<file path="src/rtl/lzss_ring_window_decompressor_macros.svh">
// Assertion macros shared by the LZSS decompressor RTL.
// Both expect a clock named clk and an active-low reset named rst_n in scope.
`ifndef LZSS_RING_WINDOW_DECOMPRESSOR_MACROS_SVH
`define LZSS_RING_WINDOW_DECOMPRESSOR_MACROS_SVH

// Same-cycle implication.
`define LZSS_ASSERT_IMP(lbl, ante, cons) \
  lbl: assert property (@(posedge clk) disable iff (!rst_n) (ante) |-> (cons)) \
    else $error("lzss assertion failed");

// Next-cycle implication.
`define LZSS_ASSERT_NXT(lbl, ante, cons) \
  lbl: assert property (@(posedge clk) disable iff (!rst_n) (ante) |=> (cons)) \
    else $error("lzss assertion failed");

`endif

</file>
<file path="src/rtl/lzss_pkg.sv">
// Shared constants and controller/datapath command and status types
// for the LZSS ring-window decompressor. No dependencies.
package lzss_pkg;

  localparam int WIN_SIZE  = 4096;
  localparam int WIN_AW    = $clog2(WIN_SIZE);
  localparam int MAX_COPY  = 18;
  localparam int MIN_MATCH = 3;
  localparam int CNT_W     = 32;
  localparam int LEN_W     = $clog2(MAX_COPY + 1);

  localparam logic [WIN_AW-1:0] WP_INIT = WIN_AW'(WIN_SIZE - MAX_COPY);

  // Controller -> datapath commands
  typedef struct packed {
    logic clear;    // stream start: reset window fill and counters
    logic hdr;      // take a length header byte
    logic flag;     // take a flag byte
    logic dlow;     // take the low distance byte of a pair
    logic lit;      // emit the input byte as a literal
    logic cp_load;  // take the high pair byte, load distance and length
    logic cp_rd;    // read the window at the copy source
    logic cp_wr;    // emit and store the copied byte
    logic adv;      // advance to the next flag bit
  } cmd_t;

  // Datapath -> controller status
  typedef struct packed {
    logic hdr_last;  // this header byte is the final one
    logic hdr_zero;  // declared length ends up zero
    logic flag_bit;  // current flag bit
    logic bit_last;  // current flag bit is bit 7
    logic reached;   // next emitted byte completes the declared length
    logic cp_last;   // one copy byte left
    logic out_free;  // output register can take an item this cycle
  } sts_t;

endpackage

</file>
<file path="src/rtl/lzss_ctrl.sv">
// Decoder state machine: tracks the stream phase and sequences window copies.
// Depends on lzss_pkg (cmd_t, sts_t).
module lzss_ctrl (
  input  logic          clk,
  input  logic          rst_n,
  input  logic          in_valid,
  input  logic          in_stream_start,
  output logic          in_ready,
  input  lzss_pkg::sts_t sts,
  output lzss_pkg::cmd_t cmd
);

  localparam logic [2:0] S_HEADER  = 3'd0;
  localparam logic [2:0] S_FLAG    = 3'd1;
  localparam logic [2:0] S_ITEM    = 3'd2;
  localparam logic [2:0] S_PAIR_HI = 3'd3;
  localparam logic [2:0] S_DONE    = 3'd4;
  localparam logic [2:0] S_CP_RD   = 3'd5;
  localparam logic [2:0] S_CP_WR   = 3'd6;

  logic [2:0] state_r, state_nxt;
  logic [2:0] eff_st;
  logic [2:0] adv_st;
  logic       wait_st;
  logic       acc;

  assign wait_st  = state_r inside {S_HEADER, S_FLAG, S_ITEM, S_PAIR_HI, S_DONE};
  assign in_ready = wait_st && sts.out_free;
  assign acc      = in_valid && in_ready;
  // a start mark overrides whatever phase we were in
  assign eff_st   = in_stream_start ? S_HEADER : state_r;
  assign adv_st   = sts.reached ? S_DONE : (sts.bit_last ? S_FLAG : S_ITEM);

  always_comb begin
    cmd       = '0;
    state_nxt = state_r;
    if (wait_st) begin
      if (acc) begin
        cmd.clear = in_stream_start;
        case (eff_st)
          S_HEADER: begin
            cmd.hdr = 1'b1;
            if (!in_stream_start && sts.hdr_last) begin
              state_nxt = sts.hdr_zero ? S_DONE : S_FLAG;
            end else begin
              state_nxt = S_HEADER;
            end
          end
          S_FLAG: begin
            cmd.flag  = 1'b1;
            state_nxt = S_ITEM;
          end
          S_ITEM: begin
            if (sts.flag_bit) begin
              cmd.dlow  = 1'b1;
              state_nxt = S_PAIR_HI;
            end else begin
              cmd.lit   = 1'b1;
              cmd.adv   = 1'b1;
              state_nxt = adv_st;
            end
          end
          S_PAIR_HI: begin
            cmd.cp_load = 1'b1;
            state_nxt   = S_CP_RD;
          end
          default: begin
            state_nxt = S_DONE;
          end
        endcase
      end
    end else begin
      case (state_r)
        S_CP_RD: begin
          cmd.cp_rd = 1'b1;
          state_nxt = S_CP_WR;
        end
        S_CP_WR: begin
          // hold the read data until the output register frees up
          if (sts.out_free) begin
            cmd.cp_wr = 1'b1;
            if (sts.cp_last || sts.reached) begin
              cmd.adv   = 1'b1;
              state_nxt = adv_st;
            end else begin
              state_nxt = S_CP_RD;
            end
          end
        end
        default: begin
          state_nxt = S_DONE;
        end
      endcase
    end
  end

  always_ff @(posedge clk) begin
    if (!rst_n) begin
      state_r <= S_HEADER;
    end else begin
      state_r <= state_nxt;
    end
  end

endmodule

</file>
<file path="config.mk">
export PLATFORM = sky130hd
export DESIGN_NAME = lzss_ctrl
export DESIGN_NICKNAME = d
export VERILOG_FILES = /design/src/rtl/lzss_ring_window_decompressor_macros.svh /design/src/rtl/lzss_pkg.sv /design/src/rtl/lzss_ctrl.sv
export SDC_FILE = /design/constraint.sdc
export NUM_CORES = 1
export LEC_CHECK = 0
export ABC_AREA = 1
export BUFFER_PORTS_ARGS = -buffer_cell sky130_fd_sc_hd__buf_2
export CAP_MARGIN = 20
export CELL_PAD_IN_SITES_DETAIL_PLACEMENT = 0
export CELL_PAD_IN_SITES_GLOBAL_PLACEMENT = 1
export CORE_UTILIZATION = 31
export CTS_BUF_LIST = sky130_fd_sc_hd__clkbuf_8
export DETAILED_ROUTE_END_ITERATION = 8
export PLACE_DENSITY = 0.8
export SYNTH_ARGS = -nofsm -noshare
export SYNTH_HDL_FRONTEND = slang
export SYNTH_SLANG_ARGS = --single-unit
</file>
<file path="constraint.sdc">
create_clock -name clk -period 1.4 [get_ports clk]
set_input_delay 0.21 -clock clk [delete_from_list [all_inputs] [get_ports clk]]
set_output_delay 0.21 -clock clk [all_outputs]
set_load 0.02 [all_outputs]
</file>
==> run_results.csv <==
group,metric,value,unit
placement,dp_hpwl,982,um
sta,grt_setup_unrepaired,"true",
power,power_density,724,nW/um^2
power,ir_worst_vdd,0.756,mV
synthesis,netlist_top_cells_area,"sky130_fd_sc_hd__nor2_1 (13%), sky130_fd_sc_hd__dfxtp_1 (13%), sky130_fd_sc_hd__nand2_1 (8.7%)",
power,power.combinational.fraction,0.365,
sta,min_period_over_period,1.03,
global_route,grt_pass1_vias,512,
detailed_routing,avgViaCountPerCell,4.70,
sta,finalWorstPathRequiredPeriod,1.45,ns
cts,cts.reportedPaths.clkPinSlew,0.03,ns
detailed_routing,initialDrtViolationCount,2,
global_route,largest_net_degree_at_the_start_of_global_routing,9,
layout,drive_gt1_frac,0.518,
synthesis,synthesis.instances,81,
setup_path,critical_path.startpoint_type,"flip-flop",
cts,clkLatencyLatePin,0.21,ns
cts,clock-root-buffer,"sky130_fd_sc_hd__clkbuf_8",
sta,timing.max_slew.rel_slack,0.885,
cts,clock_tree.htree_level_count,1,
layout,n_antenna_cell,0,
detailed_routing,drt_drc_violations_left,0,
layout,postLayoutCoreUtil,0.564,
layout,largest_register_ffs,3,
power,power_leakage,0.398,nW
floorplanning,num_io_pins,21,
layout,layout.area.seq,71.3,um^2
floorplanning,initial_utilization,0.348,
power,seq_power_share,0.212,
setup_path,critPathCaptureType,"output pin",
power,power.share.switching,0.338,
layout,num-fill-cells,149,
placement,finalWeightedCongestion,0.830,
synthesis,yosysSeqAreaShare,0.126,
cts,ctsLongestPathBuffers,2,
synthesis,synthDominantAreaCellType,"sky130_fd_sc_hd__nor2_1",
detailed_routing,postRouteWirelength,1.31,mm
layout,reg_top3,"state_r (3)",
synthesis,postSynth.asyncResetShare,0,
synthesis,yosys_most_used_dff,"sky130_fd_sc_hd__dfxtp_1",
power,p_clk_frac,0.423,
synthesis,synth_nets,92,
synthesis,synth_top_cells_by_count,"sky130_fd_sc_hd__nor2_1 (17), sky130_fd_sc_hd__nand2_1 (11), sky130_fd_sc_hd__inv_1 (9)",
layout,multi_input_area,387,um^2
placement,port_buffers,20,
synthesis,synth_enable_flop_cells,0,
placement,placement.cell_area,626,um^2
detailed_routing,routed_wire_length_per_instance,10.3,um
detailed_routing,detail_route.first_pass.iterations,2,
synthesis,yosys.area.top_type_share,0.134,
global_route,grt-ovfl-total,0,
min_path,hp-class,"primary input to flip-flop",
status,status,"finished, violations left",
layout,area_growth_syn_to_layout,62.1,%
synthesis,mappedNetlistArea,475,um^2
job,max-cap-violations,0,
setup_path,cp.required,1.19,ns
sta,finalSetupViolations,4,
sta,worst_clock_skew,0.00156,ns
cts,numCtsBuffers,3,
layout,layout_nets,124,
sta,maximum_clock_rate,692,MHz
power,p_sw,0.000189,W
global_route,grt_usage,0.180,
floorplanning,dieHeight,41.2,um
synthesis,netlist-cell-type-count,20,
setup_path,path_class,"flip-flop to output pin",
cts,cts_sinks,3,
sta,setup_ws_final,-0.0452,ns
synthesis,synth.ff_latch_count,3,
power,cell_internal_pwr,0.000370,W
setup_path,critical_path_peak_fanout,7,
status,violated_checks,"setup timing",
floorplanning,die_width,41.2,um
global_route,grt_antenna_before_repair,0,
floorplanning,die_outline_area,1690,um^2
detailed_routing,routed_antenna_nets,0,
sta,timing_worst_slew_pin_value,0.172,ns
detailed_routing,detailroute.via_count,597,
global_route,grt_first_pass_wirelength,2.03,mm
layout,final_area,771,um^2
cts,cts_tree,"built",
sta,finalHoldViolCount,0,
floorplanning,fp.coreArea,1370,um^2
floorplanning,row_count,13,
setup_path,cp_data_arrival_time,1.24,ns
layout,registers.top_by_ff_count,"state_r",
synthesis,number_of_synthesis_warnings,0,
synthesis,synth_most_common_cell,"sky130_fd_sc_hd__nor2_1",
synthesis,post_synth.cell_area_avg,5.87,um^2
sta,drv_slew,0,
[final timing paths]
| path | start | endpoint | slack (ns) | cells past startpoint |
|---|---|---|---|---|
| worst max-delay path | state_r[2] | cmd[6] | -0.05 | 4 |
| worst min-delay path | rst_n | state_r[0] | 0.26 | 3 |
| worst max register to register | state_r[0] | state_r[2] | 0.13 | 10 |
| worst min register to register | state_r[0] | state_r[0] | 0.58 | 2 |
[what timing repair did]
item,in CTS,in global routing
setup buffers,4,0
pin swaps,1,1
resized for setup,17,6
hold buffers,0,0
cloned,0,0
setup endpoints to repair,9,7
[kinds of logic after synthesis]
| kind of cell | count (synthesis) | share of synthesized area |
|---|---|---|
| AOI/OAI and AO/OA | 11 | 0.126 |
| buffers and inverters | 15 | 0.166 |
| and+or+nand+nor | 52 | 0.582 |
| DFF | 3 | 0.126 |
[placed cells by master, fill, tap and decap left out, drive strengths merged, types with 2 or more instances in the layout]
| cell | instances |
|---|---|
| buf | 30 |
| nor2 | 23 |
| nand2 | 15 |
| inv | 13 |
| o21ai | 6 |
| nand3 | 6 |
| nand4 | 5 |
| a21oi | 4 |
| clkbuf | 3 |
| dfxtp | 3 |
| nor3 | 2 |
[per-layer routing]
metal | global-route usage | part of all wire | vias to the layer above
met2 | 0.336 | 0.48 | 14
met4 | 0 | 0 | 0
li1 | - | - | 326
met3 | 0.0326 | 0.028 | 0
met1 | 0.224 | 0.49 | 257
met5 | 0 | 0 | -
[metrics by stage]
step,setup slack [ns],std cells,total power [W],setup TNS [ns],hold WS (ns)
2_1_floorplan,-0.0113,81,0.000237,-0.0465,0.349
3_3_place_gp,0.0275,119,0.000286,0,0.474
3_5_place_dp,0.00175,119,0.000287,0,0.479
4_1_cts,-0.0472,127,0.000554,-0.0940,0.257
5_1_grt,-0.124,127,0.000603,-0.580,0.290
6_report,-0.0452,127,0.000558,-0.109,0.256
[worst max-delay path, stage by stage (launching register included)]
cell                      delay [ns]
sky130_fd_sc_hd__dfxtp_4        0.37
sky130_fd_sc_hd__buf_6          0.13
sky130_fd_sc_hd__buf_6          0.11
sky130_fd_sc_hd__nor4_4         0.24
sky130_fd_sc_hd__buf_4          0.17
[area by class of cell]
type,instances,area share
clock buffer,3,0.0536
clock inverter,1,0.00487
inverter,12,0.0584
multi-input combinational,63,0.502
sequential,3,0.0925
tap,15,0.0244
timing repair buffer,30,0.265
[power groups by stage]
stage	combinational, W	clock [W]	sequential [W]
finish	0.000204	0.000236	0.000119
global route	0.000228	0.000254	0.000121
CTS	0.000197	0.000240	0.000116
detailed placement	0.000170	0	0.000117
global placement	0.000170	0	0.000116
floorplan	0.000135	0	0.000102
Note: power is estimated with default switching activity, not from simulation.
